$ cat src/sv/kbm_pkg.sv
// ----------------------------------------------------------------------------
// kbm_pkg
// Shared types, codes and helpers of the knob and button mode controller.
// ----------------------------------------------------------------------------
package kbm_pkg;

	// Faces that carry a stored scale
	localparam int MAX_FACES = 16;

	// Time field limits
	localparam logic [5:0] HOUR_LIMIT   = 6'd24;
	localparam logic [5:0] MINSEC_LIMIT = 6'd60;

	// Configuration port geometry
	localparam int CFG_IDX_W  = 3;
	localparam int CFG_DATA_W = 16;

	// Configuration register indexes
	localparam logic [CFG_IDX_W-1:0] REG_DEBOUNCE_POLLS = 3'd0;
	localparam logic [CFG_IDX_W-1:0] REG_LONG_PRESS_MS  = 3'd1;
	localparam logic [CFG_IDX_W-1:0] REG_SET_TIME_MS    = 3'd2;
	localparam logic [CFG_IDX_W-1:0] REG_SCALE_IDLE_MS  = 3'd3;
	localparam logic [CFG_IDX_W-1:0] REG_TIME_IDLE_MS   = 3'd4;
	localparam logic [CFG_IDX_W-1:0] REG_MIN_SCALE      = 3'd5;
	localparam logic [CFG_IDX_W-1:0] REG_MAX_SCALE      = 3'd6;
	localparam logic [CFG_IDX_W-1:0] REG_SCALE_STEP     = 3'd7;

	// Register reset values
	localparam logic [3:0]  RST_DEBOUNCE_POLLS = 4'd3;
	localparam logic [15:0] RST_LONG_PRESS_MS  = 16'd800;
	localparam logic [15:0] RST_SET_TIME_MS    = 16'd2500;
	localparam logic [15:0] RST_SCALE_IDLE_MS  = 16'd8000;
	localparam logic [15:0] RST_TIME_IDLE_MS   = 16'd30000;
	localparam logic [7:0]  RST_MIN_SCALE      = 8'd10;
	localparam logic [7:0]  RST_MAX_SCALE      = 8'd200;
	localparam logic [7:0]  RST_SCALE_STEP     = 8'd5;

	// Request codes
	localparam logic REQ_POLL = 1'b0;
	localparam logic REQ_SEED = 1'b1;

	// Button event codes
	localparam logic [1:0] BEV_NONE = 2'd0;
	localparam logic [1:0] BEV_TAP  = 2'd1;
	localparam logic [1:0] BEV_LONG = 2'd2;

	// Knob event codes
	localparam logic [1:0] KEV_NONE  = 2'd0;
	localparam logic [1:0] KEV_FACE  = 2'd1;
	localparam logic [1:0] KEV_TIME  = 2'd2;
	localparam logic [1:0] KEV_SCALE = 2'd3;

	// Time field codes
	localparam logic [1:0] FIELD_HOURS   = 2'd0;
	localparam logic [1:0] FIELD_MINUTES = 2'd1;
	localparam logic [1:0] FIELD_SECONDS = 2'd2;

	typedef struct packed {
		logic [3:0]  debounce_polls;
		logic [15:0] long_press_ms;
		logic [15:0] set_time_ms;
		logic [15:0] scale_idle_ms;
		logic [15:0] time_idle_ms;
		logic [7:0]  min_scale;
		logic [7:0]  max_scale;
		logic [7:0]  scale_step;
	} kbm_cfg_t;

	typedef struct packed {
		logic              req_type;
		logic              button_down;
		logic signed [7:0] detents;
		logic [31:0]       now_ms;
		logic [7:0]        face_id;
		logic [7:0]        current_scale;
		logic [4:0]        seed_hours;
		logic [5:0]        seed_minutes;
		logic [5:0]        seed_seconds;
	} kbm_item_t;

	typedef struct packed {
		logic [3:0]  press_count;
		logic        pressed;
		logic        long_reported;
		logic        set_reported;
		logic [31:0] press_start_ms;
		logic        scale_active;
		logic [31:0] scale_deadline;
		logic        time_active;
		logic [31:0] time_deadline;
		logic [1:0]  edit_field;
		logic        commit_flag;
		logic [4:0]  hours;
		logic [5:0]  minutes;
		logic [5:0]  seconds;
	} kbm_state_t;

	typedef struct packed {
		logic [1:0] button_event;
		logic [1:0] knob_event;
		logic       next_variant;
		logic       scale_mode;
		logic       time_mode;
		logic [1:0] time_field;
		logic       time_commit;
		logic       seed_request;
		logic [4:0] hours;
		logic [5:0] minutes;
		logic [5:0] seconds;
		logic [7:0] scale_value;
	} kbm_result_t;

	// Wrap-safe deadline check: true once now has reached the deadline
	function automatic logic kbm_passed(logic [31:0] now, logic [31:0] deadline);
		logic [31:0] diff;
		diff = now - deadline;
		return ~diff[31];
	endfunction

	// (tv + det) mod lim, floored; lim is 24 or 60.
	// Offset by 6*lim keeps the sum positive and below 16*lim, so four
	// restoring steps finish the reduction.
	function automatic logic [5:0] kbm_wrap(logic [5:0] tv, logic signed [7:0] det,
		logic [5:0] lim);
		logic [10:0] w;
		logic [10:0] m;
		w = {5'b0, tv} + {{3{det[7]}}, det} + ({5'b0, lim} * 11'd6);
		for (int k = 3; k >= 0; k--) begin
			m = {5'b0, lim} << k;
			if (w >= m) begin
				w = w - m;
			end
		end
		return w[5:0];
	endfunction

endpackage

$ cat src/sv/knob_button_mode_controller_top.sv
// ----------------------------------------------------------------------------
// knob_button_mode_controller_top
// Knob and button mode controller: one poll or seed transaction in, one
// result transaction out.
// ----------------------------------------------------------------------------
// Usage:
//  - Input channel (in_valid/in_ready) carries one poll or seed request per
//    transaction. Output channel (out_valid/out_ready) returns exactly one
//    result per input, in order.
//  - Configuration: cfg_we with cfg_index/cfg_wdata writes one register per
//    cycle; write only while no transaction is in flight.
//  - Path: a taken input waits in the input register, then passes through the
//    poll logic into the result register.
//  - Throughput: one transaction per cycle while out_ready is high; the state is
//    updated as each transaction moves from the input to the result register.
//  - Stall: while out_ready is low the result holds, one more input can wait
//    in the input register, and in_ready drops once both are full.
//  - Reset: all mode and button state clears, registers return to defaults,
//    both channels come up empty.
// ----------------------------------------------------------------------------
module knob_button_mode_controller_top import kbm_pkg::*; #(
	parameter int FACE_LIMIT = MAX_FACES
) (
	input  logic                  clk,
	input  logic                  arst_n,
	// configuration
	input  logic                  cfg_we,
	input  logic [CFG_IDX_W-1:0]  cfg_index,
	input  logic [CFG_DATA_W-1:0] cfg_wdata,
	// input channel
	input  logic                  in_valid,
	output logic                  in_ready,
	input  logic                  req_type,
	input  logic                  button_down,
	input  logic signed [7:0]     detents,
	input  logic [31:0]           now_ms,
	input  logic [7:0]            face_id,
	input  logic [7:0]            current_scale,
	input  logic [4:0]            seed_hours,
	input  logic [5:0]            seed_minutes,
	input  logic [5:0]            seed_seconds,
	// output channel
	output logic                  out_valid,
	input  logic                  out_ready,
	output logic [1:0]            button_event,
	output logic [1:0]            knob_event,
	output logic                  next_variant,
	output logic                  scale_mode,
	output logic                  time_mode,
	output logic [1:0]            time_field,
	output logic                  time_commit,
	output logic                  seed_request,
	output logic [4:0]            hours,
	output logic [5:0]            minutes,
	output logic [5:0]            seconds,
	output logic [7:0]            scale_value
);

	kbm_cfg_t    cfg_q;
	kbm_state_t  state_q;
	kbm_state_t  state_nxt;
	kbm_item_t   item_s1;
	logic        valid_s1;
	kbm_result_t res_nxt;
	kbm_result_t res_s2;
	logic        valid_s2;
	logic        advance;
	logic        in_fire;

	assign advance  = valid_s1 && (!valid_s2 || out_ready);
	assign in_ready = !valid_s1 || advance;
	assign in_fire  = in_valid && in_ready;

	// Configuration registers
	always_ff @(posedge clk or negedge arst_n) begin
		if (!arst_n) begin
			cfg_q.debounce_polls <= RST_DEBOUNCE_POLLS;
			cfg_q.long_press_ms  <= RST_LONG_PRESS_MS;
			cfg_q.set_time_ms    <= RST_SET_TIME_MS;
			cfg_q.scale_idle_ms  <= RST_SCALE_IDLE_MS;
			cfg_q.time_idle_ms   <= RST_TIME_IDLE_MS;
			cfg_q.min_scale      <= RST_MIN_SCALE;
			cfg_q.max_scale      <= RST_MAX_SCALE;
			cfg_q.scale_step     <= RST_SCALE_STEP;
		end else if (cfg_we) begin
			case (cfg_index)
				REG_DEBOUNCE_POLLS: cfg_q.debounce_polls <= cfg_wdata[3:0];
				REG_LONG_PRESS_MS:  cfg_q.long_press_ms  <= cfg_wdata;
				REG_SET_TIME_MS:    cfg_q.set_time_ms    <= cfg_wdata;
				REG_SCALE_IDLE_MS:  cfg_q.scale_idle_ms  <= cfg_wdata;
				REG_TIME_IDLE_MS:   cfg_q.time_idle_ms   <= cfg_wdata;
				REG_MIN_SCALE:      cfg_q.min_scale      <= cfg_wdata[7:0];
				REG_MAX_SCALE:      cfg_q.max_scale      <= cfg_wdata[7:0];
				REG_SCALE_STEP:     cfg_q.scale_step     <= cfg_wdata[7:0];
				default: begin
				end
			endcase
		end
	end

	// Input register: valid
	always_ff @(posedge clk or negedge arst_n) begin
		if (!arst_n) begin
			valid_s1 <= 1'b0;
		end else if (in_fire) begin
			valid_s1 <= 1'b1;
		end else if (advance) begin
			valid_s1 <= 1'b0;
		end
	end

	// Input register: payload
	always_ff @(posedge clk) begin
		if (in_fire) begin
			item_s1.req_type      <= req_type;
			item_s1.button_down   <= button_down;
			item_s1.detents       <= detents;
			item_s1.now_ms        <= now_ms;
			item_s1.face_id       <= face_id;
			item_s1.current_scale <= current_scale;
			item_s1.seed_hours    <= seed_hours;
			item_s1.seed_minutes  <= seed_minutes;
			item_s1.seed_seconds  <= seed_seconds;
		end
	end

	// Poll logic
	kbm_step #(
		.FACE_LIMIT (FACE_LIMIT)
	) u_step (
		.cfg    (cfg_q),
		.item   (item_s1),
		.st     (state_q),
		.st_nxt (state_nxt),
		.res    (res_nxt)
	);

	// Controller state, updated as a transaction completes
	always_ff @(posedge clk or negedge arst_n) begin
		if (!arst_n) begin
			state_q <= '0;
		end else if (advance) begin
			state_q <= state_nxt;
		end
	end

	// Result register: valid
	always_ff @(posedge clk or negedge arst_n) begin
		if (!arst_n) begin
			valid_s2 <= 1'b0;
		end else if (advance) begin
			valid_s2 <= 1'b1;
		end else if (out_ready) begin
			valid_s2 <= 1'b0;
		end
	end

	// Result register: payload
	always_ff @(posedge clk) begin
		if (advance) begin
			res_s2 <= res_nxt;
		end
	end

	assign out_valid    = valid_s2;
	assign button_event = res_s2.button_event;
	assign knob_event   = res_s2.knob_event;
	assign next_variant = res_s2.next_variant;
	assign scale_mode   = res_s2.scale_mode;
	assign time_mode    = res_s2.time_mode;
	assign time_field   = res_s2.time_field;
	assign time_commit  = res_s2.time_commit;
	assign seed_request = res_s2.seed_request;
	assign hours        = res_s2.hours;
	assign minutes      = res_s2.minutes;
	assign seconds      = res_s2.seconds;
	assign scale_value  = res_s2.scale_value;

endmodule

$ cat src/sv/kbm_step.sv
// ----------------------------------------------------------------------------
// kbm_step
// One poll or seed load of the controller: deadline expiry, detent handling and the
// button debounce / hold / tap logic, from the current state to the next state.
// ----------------------------------------------------------------------------
module kbm_step import kbm_pkg::*; #(
	parameter int FACE_LIMIT = MAX_FACES
) (
	input  kbm_cfg_t    cfg,
	input  kbm_item_t   item,
	input  kbm_state_t  st,
	output kbm_state_t  st_nxt,
	output kbm_result_t res
);

	always_comb begin
		kbm_state_t        n;
		logic [1:0]        bev;
		logic [1:0]        kev;
		logic [7:0]        scale_out;
		logic              variant;
		logic              seed;
		logic              skip_button;
		logic [1:0]        f;
		logic [31:0]       elapsed;
		logic signed [16:0] prod;
		logic signed [16:0] sv;

		n           = st;
		bev         = BEV_NONE;
		kev         = KEV_NONE;
		scale_out   = item.current_scale;
		variant     = 1'b0;
		seed        = 1'b0;
		skip_button = 1'b0;
		f           = (st.edit_field > FIELD_SECONDS) ? FIELD_SECONDS : st.edit_field;
		elapsed     = '0;

		// Scale arithmetic: current + detents * step, clamped floor then ceiling
		prod = item.detents * $signed({1'b0, cfg.scale_step});
		sv   = prod + $signed({9'b0, item.current_scale});
		if (sv < $signed({9'b0, cfg.min_scale})) begin
			sv = $signed({9'b0, cfg.min_scale});
		end
		if (sv > $signed({9'b0, cfg.max_scale})) begin
			sv = $signed({9'b0, cfg.max_scale});
		end

		if (item.req_type == REQ_SEED) begin
			// Seed load: time values only
			n.hours   = item.seed_hours;
			n.minutes = item.seed_minutes;
			n.seconds = item.seed_seconds;
		end else begin
			// Mode expiry
			if (n.scale_active && kbm_passed(item.now_ms, n.scale_deadline)) begin
				n.scale_active = 1'b0;
			end
			if (n.time_active && kbm_passed(item.now_ms, n.time_deadline)) begin
				n.time_active = 1'b0;
			end

			// Detents
			if (item.detents != 8'sd0 && n.time_active) begin
				case (f)
					FIELD_HOURS: begin
						n.hours = 5'(kbm_wrap({1'b0, n.hours}, item.detents, HOUR_LIMIT));
					end
					FIELD_MINUTES: begin
						n.minutes = kbm_wrap(n.minutes, item.detents, MINSEC_LIMIT);
					end
					default: begin
						n.seconds = kbm_wrap(n.seconds, item.detents, MINSEC_LIMIT);
					end
				endcase
				n.time_deadline = item.now_ms + {16'b0, cfg.time_idle_ms};
				kev = KEV_TIME;
			end else if (item.detents != 8'sd0 && n.scale_active) begin
				if ({1'b0, item.face_id} >= 9'(FACE_LIMIT)) begin
					skip_button = 1'b1;
				end else begin
					scale_out        = sv[7:0];
					n.scale_deadline = item.now_ms + {16'b0, cfg.scale_idle_ms};
					kev = KEV_SCALE;
				end
			end else if (item.detents != 8'sd0) begin
				kev = KEV_FACE;
			end

			// Button
			if (!skip_button) begin
				if (item.button_down) begin
					if (n.press_count < cfg.debounce_polls) begin
						n.press_count = n.press_count + 4'd1;
					end
					if (n.press_count == cfg.debounce_polls && !n.pressed) begin
						n.pressed        = 1'b1;
						n.long_reported  = 1'b0;
						n.press_start_ms = item.now_ms;
					end
					elapsed = item.now_ms - n.press_start_ms;
					// long press toggles scale mode
					if (n.pressed && !n.long_reported &&
						elapsed >= {16'b0, cfg.long_press_ms}) begin
						n.long_reported  = 1'b1;
						n.scale_active   = ~n.scale_active;
						n.scale_deadline = item.now_ms + {16'b0, cfg.scale_idle_ms};
						bev = BEV_LONG;
					end
					// longer hold enters time edit
					if (n.pressed && n.long_reported && !n.set_reported &&
						elapsed >= {16'b0, cfg.set_time_ms}) begin
						n.set_reported  = 1'b1;
						n.scale_active  = 1'b0;
						n.time_active   = 1'b1;
						n.edit_field    = FIELD_HOURS;
						n.commit_flag   = 1'b0;
						n.time_deadline = item.now_ms + {16'b0, cfg.time_idle_ms};
						seed = 1'b1;
					end
				end else begin
					// tap on release
					if (n.pressed && !n.long_reported) begin
						if (n.time_active) begin
							if (n.edit_field < FIELD_SECONDS) begin
								n.edit_field    = n.edit_field + 2'd1;
								n.time_deadline = item.now_ms + {16'b0, cfg.time_idle_ms};
							end else begin
								n.commit_flag = 1'b1;
								n.time_active = 1'b0;
							end
						end else if (n.scale_active) begin
							n.scale_active = 1'b0;
						end else begin
							variant = 1'b1;
						end
						bev = BEV_TAP;
					end
					n.press_count  = '0;
					n.pressed      = 1'b0;
					n.set_reported = 1'b0;
				end
			end
		end

		st_nxt = n;

		res.button_event = bev;
		res.knob_event   = kev;
		res.next_variant = variant;
		res.scale_mode   = n.scale_active;
		res.time_mode    = n.time_active;
		res.time_field   = n.edit_field;
		res.time_commit  = n.commit_flag;
		res.seed_request = seed;
		res.hours        = n.hours;
		res.minutes      = n.minutes;
		res.seconds      = n.seconds;
		res.scale_value  = scale_out;
	end

endmodule

$ cat config.mk
export PLATFORM = sky130hd
export DESIGN_NAME = knob_button_mode_controller_top
export DESIGN_NICKNAME = d
export VERILOG_FILES = /design/src/sv/kbm_pkg.sv /design/src/sv/knob_button_mode_controller_top.sv /design/src/sv/kbm_step.sv
export SDC_FILE = /design/constraint.sdc
export NUM_CORES = 1
export LEC_CHECK = 0
export BUFFER_PORTS_ARGS = -buffer_cell sky130_fd_sc_hd__buf_2
export CAP_MARGIN = 20
export CELL_PAD_IN_SITES_DETAIL_PLACEMENT = 0
export CELL_PAD_IN_SITES_GLOBAL_PLACEMENT = 2
export CORE_MARGIN = 5
export CORE_UTILIZATION = 41
export DETAILED_ROUTE_END_ITERATION = 8
export PLACE_DENSITY_LB_ADDON = 0.1
export SLEW_MARGIN = 20
export SYNTH_ARGS = -nofsm -noshare
export SYNTH_HDL_FRONTEND = slang
export SYNTH_SLANG_ARGS = --single-unit
$ cat constraint.sdc
create_clock -name clk -period 12.33 [get_ports clk]
set_clock_uncertainty 0.2 [all_clocks]
set_input_delay 1.233 -clock clk [delete_from_list [all_inputs] [get_ports clk]]
set_output_delay 1.233 -clock clk [all_outputs]
set_load 0.03 [all_outputs]
Word-level counts from Yosys, hierarchy flattened. Index checks and enable logic that the tools add are counted.

Bits in registers: 330. Bits of input ports: 99. Logic and storage cells: 263.

$add $sub $neg: 26. Multiply operators: 1. Magnitude comparators: 20. Eq/ne operators: 10. Mux-type cells: 110. Bitwise operators: 7. Reductions and logical operators: 43.

Operator list (number): 2-to-1 mux 11 bit (36); 2-to-1 mux 32 bit (9); 2-to-1 mux 36 bit (4); 2-to-1 mux 69 bit (2); subtractor 32 bit (3); adder 32 x 16 -> 32 bit (2); greater-or-equal comparator 32 x 16 -> 1 bit (2); 2-to-1 mux 17 bit (3); 2-to-1 mux 8 bit (5); 2-to-1 mux 34 bit (1); greater-or-equal comparator 11 x 6 -> 1 bit (second input constant) (3); greater-or-equal comparator 11 x 7 -> 1 bit (second input constant) (3); greater-or-equal comparator 11 x 8 -> 1 bit (second input constant) (3); 2-to-1 mux 33 bit (1); subtractor 11 x 7 -> 11 bit (second input constant) (3); subtractor 11 x 8 -> 11 bit (second input constant) (3); 2-to-1 mux 1 bit (28); 2-to-1 mux 6 bit (4); adder 11 x 9 -> 11 bit (second input constant) (2); greater-or-equal comparator 11 x 9 -> 1 bit (second input constant) (2); subtractor 11 x 9 -> 11 bit (second input constant) (2); 2-to-1 mux 2 bit (10); adder 7 x 8 -> 9 bit (2); AND reduction 2 bit (9); 37 further kinds (75).

Depth between registers and ports, before layout. Gate-level depths: netlist of the first run.

Word-level depth: 31. Depth in mapped cells: 46. Gate-level depth less buffers: 43.

By module. A second synthesis of the first run with hierarchy kept.

Cell total of the unflattened synthesis: 2740. Area, all modules: 26812.0 µm².

By module, submodules not included: kbm_step (times used 1, cells an instance 2155, area each 15200.8 µm²); knob_button_mode_controller_top (times used 1, cells an instance 585, area each 11611.1 µm²).

Worst setup path after synthesis of the first run. No wires, ideal clock.

Path kind: flip-flop to flip-flop. Start: register item_s1[72] in the netlist's numbering. End: register res_s2 (netlist bit scale_value[0]) (data pin). Library setup time: 0.260 ns. Data arrival time: 8.830 ns. Data required time: 11.870 ns. Setup slack: 3.040 ns. Stages on the path, launching flop included: 41. Buffers on the path: 4. Clock period less this slack: 9.290 ns. Path through: edfxtp_1 > clkbuf_1 > clkbuf_1 > nand2b_1 > fa_1 > fa_1 > inv_1 > fa_1 > fa_1 > fa_1 > ha_1 > inv_1 > o21ai_0 > a21o_1 > a21o_1 > a21o_1 > a21o_1 > a21o_1 > [... 5 more ...] > clkbuf_1 > mux2_2 > ha_1 > nor2b_1 > o21ai_0 > nand2b_1 > a21oi_1 > nor2b_1 > o21ai_0 > nand2b_1 > a21oi_1 > nor2b_1 > o22ai_1 > o21ai_0 > nand2b_1 > clkbuf_1 > mux2i_1 > mux2_2.

RTL lines: start: declaration (RTL line knob_button_mode_controller_top.sv:62) `kbm_item_t item_s1;`; end signal: assignment (RTL line knob_button_mode_controller_top.sv:161) `res_s2 <= res_nxt;`; end: declaration (RTL line knob_button_mode_controller_top.sv:65) `kbm_result_t res_s2;`.

==> results.md, run 1 <==
* Status: complete, no violations
* Placed Cells incl. Taps at about 3400
* Gpl congestion at roughly 0.85
* Peak supply drop at 140 µV
* CP Class: reg2reg
* Yosys top cell area share at 0.191
* Post-CTS Repair Setup Buffers at 0
* Port Buffers at between 100 and 150
* Total Wirelength at roughly 62000 µm
* CORE AREA at 0.0600 mm²
* Post-synth EDFFs at 107
* Layout cells sized above 1 at 0.142
* Synth area leaders: dfrtp_1 19%, ha_1 13%, edfxtp_1 13%
* WL/cell at about 18 µm
* CTS tree: done
* Hold buffer count at CTS at 0
* Total GRT Usage at 0.188
* Top_reg_cell synth: dfrtp_1
* Seq/Total Area, Yosys at 0.353
* CTS resizes at 0
* Syn_nets at 2941
* DR vias at approximately 19000
* Most frequent cells in the layout: 262 x ha_1, 239 x inv_1, 189 x dfrtp_1
* Final Net Count at 3061
* Total gr overflow at 0
* CP max stage delay at 0.85 ns
* Final Max Slew Viols at 0
* # H-tree levels at 2
* RSZ-0062 raised after global routing: no
* Yosys top cell by area: dfrtp_1
* Synth warn at 0
* Number of max-cap violations at 0
* CTS Buf Count at 42
* Slowest stage cell, crit path: edfxtp_1
* CP Capture Type: flip-flop
* Fmax at 104 MHz
* I/O Pins at 137
* Antenna violations before repair at 0
* Avg Cell Area, Syn at 9.77 µm²
* Final period util at 0.781
* CTS max path bufs at 3
* Global-route wire length before repair at 101000 µm
* Syn Std Cell Area at ~0.025 mm²
* Vias per std cell at approximately 5.4
* Clock root cell: clkbuf_16
* Synth cell types at 100
* Initial DRC Count at 821
* Residual DRC at 0
* Final hold slack at 0.286 ns
* Kind of path behind the tightest hold check: reg2reg
* Post-synthesis instance total at 2530
* Pre-CTS WS at between 2 and 3 ns
* Die Width at 256 µm
* Worst Setup Slack, final at 2.70 ns
* Slew Limit Headroom at 0.329
* Die ar. at 0.0653 mm²
* Power density over the cells at 279 mW/mm²
* Final Cell Area at roughly 0.028 mm²
* Worst slew pin tran at 0.993 ns
* Worst Path Arrival at 9.75 ns
* Leakage at about 13 nW
* Post-DP Area at 0.0262 mm²
* Post-synth ARST share at 0.672
* Leading cell type in the layout, fill and taps excluded: ha_1
* Drt pass-1 iters at 5
* Min cycle time layout at 9.63 ns
* Hpwl dp at ~47000 µm
* Antenna Nets Post-Route at 0
* CP bufs+invs at 2
* Area Overhead vs Synth at 12.4%
* Non-Filler Instances at 3466
* Final hold vios at 0
* Die H at around 260 µm
* Worst path required time at 12.44 ns
* Final setup fails at 0
* Largest net degree at the start of global routing at 97
* Worst-skew pair later-pin latency at between 0.5 and 0.6 ns
* Crit-path max FO at 12
* Startpoint types: flip-flop
* Initial cell density of the core at 0.412
* Clk sink count at 326
* Worst-path clk slew at 0.06 ns
* #FFs+latches synth at 326
* Cell family with most CP delay: adder cells
* Cell row count at 90
* Setup TNS at 0 ns
* Diode count at 0
* Vias in the first global route at 18700
## kinds of logic (layout without fill, tap and decap cells)
kind of cell             count (synthesis)  after routing  synth area share
flip-flops                             326            326             0.353
AND/OR/NAND/NOR                        631            631             0.125
adder cells (fa/ha/maj)                312            312             0.173
buffers and inverters                  317            471            0.0491
XOR/XNOR                               125            125            0.0462
multiplexers                           210            210            0.0900
AO/OA/AOI/OAI                          609            609             0.163
## per-layer routing
layer / wire length (µm) / global-route usage
met5: 0 / 0
met2: 29300 / 0.317
met1: 29400 / 0.257
met3: 2150 / 0.0253
met4: 1380 / 0.0475
## per-stage QoR
stage               power (mW)   util
detailed placement        6.44  0.437
CTS                       7.85  0.463
floorplan                 5.41      -
global route              8.56  0.463
finish                    7.76  0.463
global placement          6.36  0.437
## synthesized netlist by cell type, drive strengths merged (35+ instances only)
library cell    n
nand3          38
edfxtp        107
a21o           89
ha            262
clkbuf         60
inv           240
mux2i         122
nor2          158
nand2b         38
fa             50
xor2           35
a21oi         161
o21ai         140
dfrtp         189
xnor2          89
mux2           88
and2           45
nand2         180
## path summary, 6_finish.rpt
path	depth (start not counted)	from	endpoint	slack, ns
worst min-delay path	1	state_q[119]	state_q[119]	0.29
worst max register to register	36	item_s1[65]	scale_value[0]	2.70
min in group asynchronous	1	arst_n	state_q[24]	0.45
max in group asynchronous	2	arst_n	state_q[112]	10.04
worst max-delay path	36	item_s1[65]	scale_value[0]	2.70
worst min register to register	1	state_q[119]	state_q[119]	0.29
## area by class of cell
cell class              instances  area [µm²]
multi-input cells            1887       14800
fillers                      5733       32200
inverters                     240         901
clock buffers                  62        1260
clock inverters                16         267
well taps                     782         978
repair buffers                153         832
flip-flops and latches        326        8730
## worst reg2reg max path: cells and delay by family, from the launching register on
| kind | cells | cell delay (ns) |
|---|---|---|
| AND/OR/NAND/NOR | 9 | 1.57 |
| XOR/XNOR | 1 | 0.14 |
| multiplexers | 3 | 0.81 |
| AO/OA/AOI/OAI | 13 | 2.13 |
| flip-flops | 1 | 0.85 |
| adder cells (fa/ha/maj) | 8 | 3.57 |
| buffers and inverters | 2 | 0.12 |
## where the power goes
group | switching (mW) | internal [mW] | leakage [nW]
Clock | 0.494 | 0.836 | 0.745
Sequential | 0.161 | 1.40 | 3.48
Combinational | 2.73 | 2.14 | 8.73
## state kept, by name, indices dropped and copies added (netlist names), 5 cells and up
signal	count
cfg_q	92
hours	5
item_s1	71
minutes	6
scale_value	8
seconds	6
state_q	125
Power figures use the tool's default switching activity.
==> run 2: changes to the inputs <==
--- a/config.mk
+++ b/config.mk
@@ -10,7 +10,7 @@
 export CELL_PAD_IN_SITES_DETAIL_PLACEMENT = 0
 export CELL_PAD_IN_SITES_GLOBAL_PLACEMENT = 2
 export CORE_MARGIN = 5
-export CORE_UTILIZATION = 41
+export CORE_UTILIZATION = 37
 export DETAILED_ROUTE_END_ITERATION = 8
 export PLACE_DENSITY_LB_ADDON = 0.1
 export SLEW_MARGIN = 20
==> constraint.sdc (replaced) <==
create_clock -name clk -period 7.75 [get_ports clk]
set_clock_uncertainty 0.2 [all_clocks]
set_input_delay 0.775 -clock clk [delete_from_list [all_inputs] [get_ports clk]]
set_output_delay 0.775 -clock clk [all_outputs]
set_load 0.03 [all_outputs]
==> run 2 against run 1 <==
Against the previous run: the run now ends with negative setup slack left; critical path depth up 3; die area up 10%; combinational power up 85%; global-route usage down 0.59 points; clock-buffer cell count down 9; critical path type unchanged; largest power group unchanged.
==> results.md, run 2 (synthesized netlist as in run 1, its figures left out) <==
* DR vias at 19200 (+3.5%)
* Crit-path max FO at 8 (-4)
* Worst slew pin tran at 1.05 ns (+0.0568 ns)
* Worst-skew pair later-pin latency at 0.59 ns (about the same)
* Kind of path behind the tightest hold check: in2reg
* Hold path start: now_ms[6]
* Leakage at 13.7 nW (+5.4%)
* Antenna violations before repair at 1 (+1)
* Number of max-cap violations at 0 (unchanged)
* Die Width at 268 µm (+5.1%)
* Total GRT Usage at 0.182 (-0.00592)
* Filler instances at 6388 (+11%)
* Clk sink count at 326 (unchanged)
* Most frequent cells in the layout: 252 x ha_1, 238 x inv_1, 187 x dfrtp_1
* Crit path from: cfg_q[2]
* Final Max Slew Viols at 0 (unchanged)
* CP Capture Type: flip-flop
* Biggest register: state_q
* Final hold slack at 0.153 ns (-0.134 ns)
* Violated checks: negative setup slack
* Diode count at 0 (unchanged)
* Initial cell density of the core at 0.375 (-0.0372)
* Flop-to-flop setup slack at -0.48 ns (-3.18 ns)
* Vias per std cell at 5.23 (-2.6%)
* Fmax at 121 MHz (+17%)
* WL/cell at 18.1 µm (+0.70%)
* Peak supply drop at 240 µV (+71%)
* Worst Setup Slack, final at -0.483 ns (-3.18 ns)
* Final hold vios at 0 (unchanged)
* CORE AREA at 0.0660 mm² (+9.9%)
* CTS tree: done
* Worst Path Arrival at 8.37 ns (-1.38 ns)
* Hold Path Depth at 1 (unchanged)
* Antenna Nets Post-Route at 0 (unchanged)
* Status: finished with violations
* Drt pass-1 iters at 5 (unchanged)
* Leading cell type in the layout, fill and taps excluded: ha_1
* Residual DRC at 0 (unchanged)
* Gpl congestion at 0.833 (-1.6%)
* Slowest stage cell, crit path: dfstp_2
* R2r endpoint: scale_value[0]
* Die H at 268 µm (+5.1%)
* Total Wirelength at 66600 µm (+7.0%)
* Hpwl dp at 50100 µm (+7.6%)
* CP Class: reg2reg
* Cell row count at 94 (+4.4%)
* Startpoint types: flip-flop
* Area Overhead vs Synth at 18.3%
* Clock root cell: clkbuf_16
* Top Registers: state_q (125), cfg_q (92), item_s1 (71)
* Final Net Count at 3195 (+4.4%)
* Worst-path clk slew at 0.06 ns (about the same)
* Die ar. at 0.0721 mm² (+10%)
* Layout cells sized above 1 at 0.201 (+0.0589)
* Worst path required time at 7.88 ns (-4.56 ns)
* # H-tree levels at 2 (unchanged)
* Initial DRC Count at 920 (+12%)
* RSZ-0062 raised after global routing: yes
* Setup TNS at -3.62 ns (-3.62 ns)
* Power density over the cells at 458 mW/mm² (+64%)
* Vias in the first global route at 19700 (+4.8%)
* Hold Path Sink: item_s1[39]
* R2R depth at 39 (+8.3%)
* CTS max path bufs at 3 (unchanged)
* Final setup fails at 8 (+8)
* Min cycle time layout at 8.23 ns (-1.40 ns)
* Largest net degree at the start of global routing at 143 (+47%)
* I/O Pins at 137 (unchanged)
* Slew Limit Headroom at 0.300 (-0.0286)
* Global-route wire length before repair at 106000 µm (+4.5%)
* Max reg flops at 125 (unchanged)
* CTS Buf Count at 43 (+2.4%)
* Final period util at 1.06 (+0.281)
* Port Buffers at 132 (unchanged)
* R2R Path Start: cfg_q[2]
* Total gr overflow at 0 (unchanged)
* CP max stage delay at 0.59 ns (-0.26 ns)
==> run 2: worst max path at each step <==
stage | endpoint | slack (ns) | depth (start not counted)
2_1_floorplan | scale_value[0] | -0.25 | 40
3_3_place_gp | scale_value[0] | -0.52 | 37
3_5_place_dp | scale_value[0] | -0.58 | 39
4_1_cts | scale_value[0] | -0.57 | 39
5_1_grt | scale_value[0] | -0.89 | 40
6_report | scale_value[0] | -0.48 | 39
==> run 2: through the flow <==
step           power [mW]  setup slack [ns]  std cells   util  instance area [µm²]
6_report             13.4            -0.483       3682  0.443                29200
3_5_place_dp         10.9            -0.577       3570  0.413                27200
5_1_grt              14.7            -0.891       3682  0.443                29200
3_3_place_gp         10.8            -0.515       3570  0.413                27200
2_1_floorplan        8.69            -0.252       2530      -                24800
4_1_cts              13.1            -0.568       3658  0.436                28700
==> run 2: critical path: cells and delay by family (launching register included) <==
family	cells	cell delay (ns)
adder cells (fa/ha/maj)	8	3.27
AND/OR/NAND/NOR	11	1.20
buffers and inverters	2	0.19
flip-flops	1	0.59
AO/OA/AOI/OAI	14	1.75
XOR/XNOR	1	0.13
multiplexers	3	0.65
==> run 2: what timing repair did <==
item / in CTS / in global routing
buffers inserted: 8 / 25
hold buffers: 1 / 0
setup endpoints to repair: 32 / 93
endpoints found under the hold margin: 37 / 0
gates cloned: 0 / 1
resized for setup: 11 / 67
pin swaps: 13 / 38
==> run 2: final cells by class <==
cell class | instances | area, µm² | share of cell area
repair buffers | 286 | 1980 | 0.0677
clock buffers | 53 | 1130 | 0.0388
clock inverters | 26 | 245 | 0.00839
inverters | 240 | 901 | 0.0308
multi-input cells | 1887 | 15200 | 0.519
well taps | 864 | 1080 | 0.0370
flip-flops and latches | 326 | 8730 | 0.299
==> run 2: power by group <==
part           leakage [nW]  internal (mW)  switching, mW
registers              3.48           2.23          0.237
clock network         0.675           1.12          0.834
logic                  9.50           4.21           4.76
==> run 2: metal layers <==
metal,vias to the layer above,GRT usage,part of all wire
li1,9553,-,-
met1,9336,0.242,0.46
met2,271,0.320,0.49
met3,85,0.0224,0.032
met4,0,0.0401,0.019
met5,-,0,0
==> run 3: changes to the inputs <==
--- a/config.mk
+++ b/config.mk
@@ -5,12 +5,13 @@
 export SDC_FILE = /design/constraint.sdc
 export NUM_CORES = 1
 export LEC_CHECK = 0
-export BUFFER_PORTS_ARGS = -buffer_cell sky130_fd_sc_hd__buf_2
+export BUFFER_PORTS_ARGS = -buffer_cell sky130_fd_sc_hd__buf_4
 export CAP_MARGIN = 20
 export CELL_PAD_IN_SITES_DETAIL_PLACEMENT = 0
 export CELL_PAD_IN_SITES_GLOBAL_PLACEMENT = 2
 export CORE_MARGIN = 5
 export CORE_UTILIZATION = 37
+export CTS_CLUSTER_SIZE = 14
 export DETAILED_ROUTE_END_ITERATION = 8
 export PLACE_DENSITY_LB_ADDON = 0.1
 export SLEW_MARGIN = 20
==> run 3 against run 2 <==
Against the previous run: the run still ends with negative setup slack left; cell count grew 0.35%; first-iteration DRC count rose by 7.0%; combinational power rose by 1%; register-to-register slack improved by 0.07 ns; global-route usage up 0.23 points; sequential share of layout area down 0.44 points; sequential cell count unchanged.
==> results.md, run 3 (synthesized netlist as in run 1, its figures left out) <==
* Status: finished with violations
* Violated checks: negative setup slack
* WL/cell at 18.2 µm (+0.75%)
* Max reg flops at 125 (unchanged)
* Multi-input logic area at 0.0152 mm² (+0.25%)
* Min cycle time layout at 8.16 ns (-0.0698 ns)
* Gpl congestion at 0.821 (-1.5%)
* Leakage at 13.8 nW (+1.0%)
* Layout cells sized above 1 at 0.207 (+0.00586)
* Hpwl dp at 50700 µm (+1.3%)
* Final hold slack at 0.156 ns (+0.00373 ns)
* Hold Path Depth at 1 (unchanged)
* Worst-skew pair later-pin latency at 0.60 ns (about the same)
* RSZ-0062 raised after global routing: yes
* Leading cell type in the layout, fill and taps excluded: buf_4
* Final hold vios at 0 (unchanged)
* Total gr overflow at 0 (unchanged)
* Vias per std cell at 5.19 (-0.62%)
* CORE AREA at 0.0660 mm² (unchanged)
* Peak supply drop at 269 µV (+12%)
* Worst Path Arrival at 8.29 ns (-0.08 ns)
* Die ar. at 0.0721 mm² (unchanged)
* I/O Pins at 137 (unchanged)
* # H-tree levels at 2 (unchanged)
* CP bufs+invs at 3 (+1)
* Residual DRC at 0 (unchanged)
* Setup TNS at -3.00 ns (+0.623 ns)
* DR vias at 19200 (-0.27%)
* Final Max Slew Viols at 0 (unchanged)
* Worst Setup Slack, final at -0.413 ns (+0.0698 ns)
* CP max stage delay at 0.61 ns (+0.02 ns)
* Slew Limit Headroom at 0.354 (+0.0534)
* Port Buffers at 132 (unchanged)
* Top Registers: state_q (125), cfg_q (92), item_s1 (71)
* CP Class: reg2reg
* Initial DRC Count at 984 (+7.0%)
* Final Net Count at 3205 (+0.31%)
* Clk sink count at 326 (unchanged)
* Worst-path clk slew at 0.06 ns (about the same)
* Final period util at 1.05 (-0.00900)
* Vias in the first global route at 19500 (-0.83%)
* Number of max-cap violations at 0 (unchanged)
* CTS Buf Count at 44 (+2.3%)
* Area Overhead vs Synth at 20.1%
* Slowest stage cell, crit path: fa_1
* Fmax at 123 MHz (+0.86%)
* Clock root cell: clkbuf_16
* CTS tree: done
* Reg area at 0.00873 mm² (unchanged)
* CTS max path bufs at 3 (unchanged)
* Cell family with most CP delay: adder cells
* Power density over the cells at 454 mW/mm² (-0.83%)
* Antenna violations before repair at 3 (+2)
* Worst slew pin tran at 0.970 ns (-0.0801 ns)
* Antenna Nets Post-Route at 0 (unchanged)
* Total GRT Usage at 0.184 (+0.00227)
* Worst path required time at 7.88 ns (about the same)
* Most frequent cells in the layout: 279 x buf_4, 251 x ha_1, 237 x inv_1
* Drt pass-1 iters at 5 (unchanged)
* R2R depth at 38 (-2.6%)
* Startpoint types: flip-flop
* Kind of path behind the tightest hold check: in2reg
* CP Capture Type: flip-flop
* Global-route wire length before repair at 106000 µm (+0.83%)
* Filler instances at 6374 (-0.22%)
* Cell row count at 94 (unchanged)
* Crit-path max FO at 8 (unchanged)
* Crit path depth at 38 (-2.6%)
* Die Width at 268 µm (unchanged)
* Final setup fails at 8 (unchanged)
* Initial cell density of the core at 0.375 (unchanged)
* Largest net degree at the start of global routing at 156 (+9.1%)
* Die H at 268 µm (unchanged)
* Total Wirelength at 67300 µm (+1.1%)
* Biggest register: state_q
==> run 3: changes by cell type in the layout (fill, tap and decap cells not counted), sizes merged <==
cell	previous run	this run
clkbuf	54	67
buf	284	294
clkinv	21	13
inv	242	239
bufinv	2	0
clkinvlp	1	3
diode	0	1
==> run 3: stage by stage <==
stage / cell area, µm² / worst slack (ns) / cells / total power [mW] / utilization
after floorplan: 24800 / -0.252 / 2530 / 8.69 / -
after CTS: 29100 / -0.481 / 3661 / 13.2 / 0.441
final: 29700 / -0.413 / 3695 / 13.5 / 0.450
after detailed placement: 27600 / -0.494 / 3570 / 11.0 / 0.418
after global placement: 27600 / -0.463 / 3570 / 10.9 / 0.418
after global routing: 29700 / -0.819 / 3695 / 14.8 / 0.450
==> run 3: timing repair <==
item                       in CTS  in global routing
resized for setup              12                 74
setup endpoints to repair      73                100
buffers inserted                8                 31
pin swaps                       3                 37
hold endpoints to repair       53                  0
hold buffers                    1                  0
==> run 3: area by class of cell <==
class,instances,area share
multi-input cells,1887,0.512
flip-flops and latches,326,0.294
inverters,240,0.0305
repair buffers,295,0.0796
diodes,1,0.0000843
clock buffers,67,0.0428
well taps,864,0.0364
clock inverters,15,0.00388
==> run 3: worst paths after layout <==
| kind | start | endpoint | slack, ns |
|---|---|---|---|
| worst max-delay path | cfg_q[2] | scale_value[0] | -0.41 |
| worst min-delay path | now_ms[12] | item_s1[45] | 0.16 |
| worst max register to register | cfg_q[2] | scale_value[0] | -0.41 |
| worst min register to register | state_q[119] | state_q[119] | 0.29 |
| max in group asynchronous | arst_n | state_q[7] | 5.48 |
| min in group asynchronous | arst_n | cfg_q[43] | 0.52 |
==> run 3: power by group <==
part	internal (mW)	total, mW	switching (mW)
clock	1.13	1.95	0.821
sequential	2.23	2.47	0.235
combinational	4.28	9.06	4.78
==> run 3: layer usage <==
metal  wire [µm]  global-route usage  vias up  share of wire
met1       31800               0.250     9277           0.47
li1            -                   -     9572              -
met5           0                   0        -              0
met3        2060              0.0225       86          0.031
met2       31800               0.312      259           0.47
met4        1680              0.0533        0          0.025
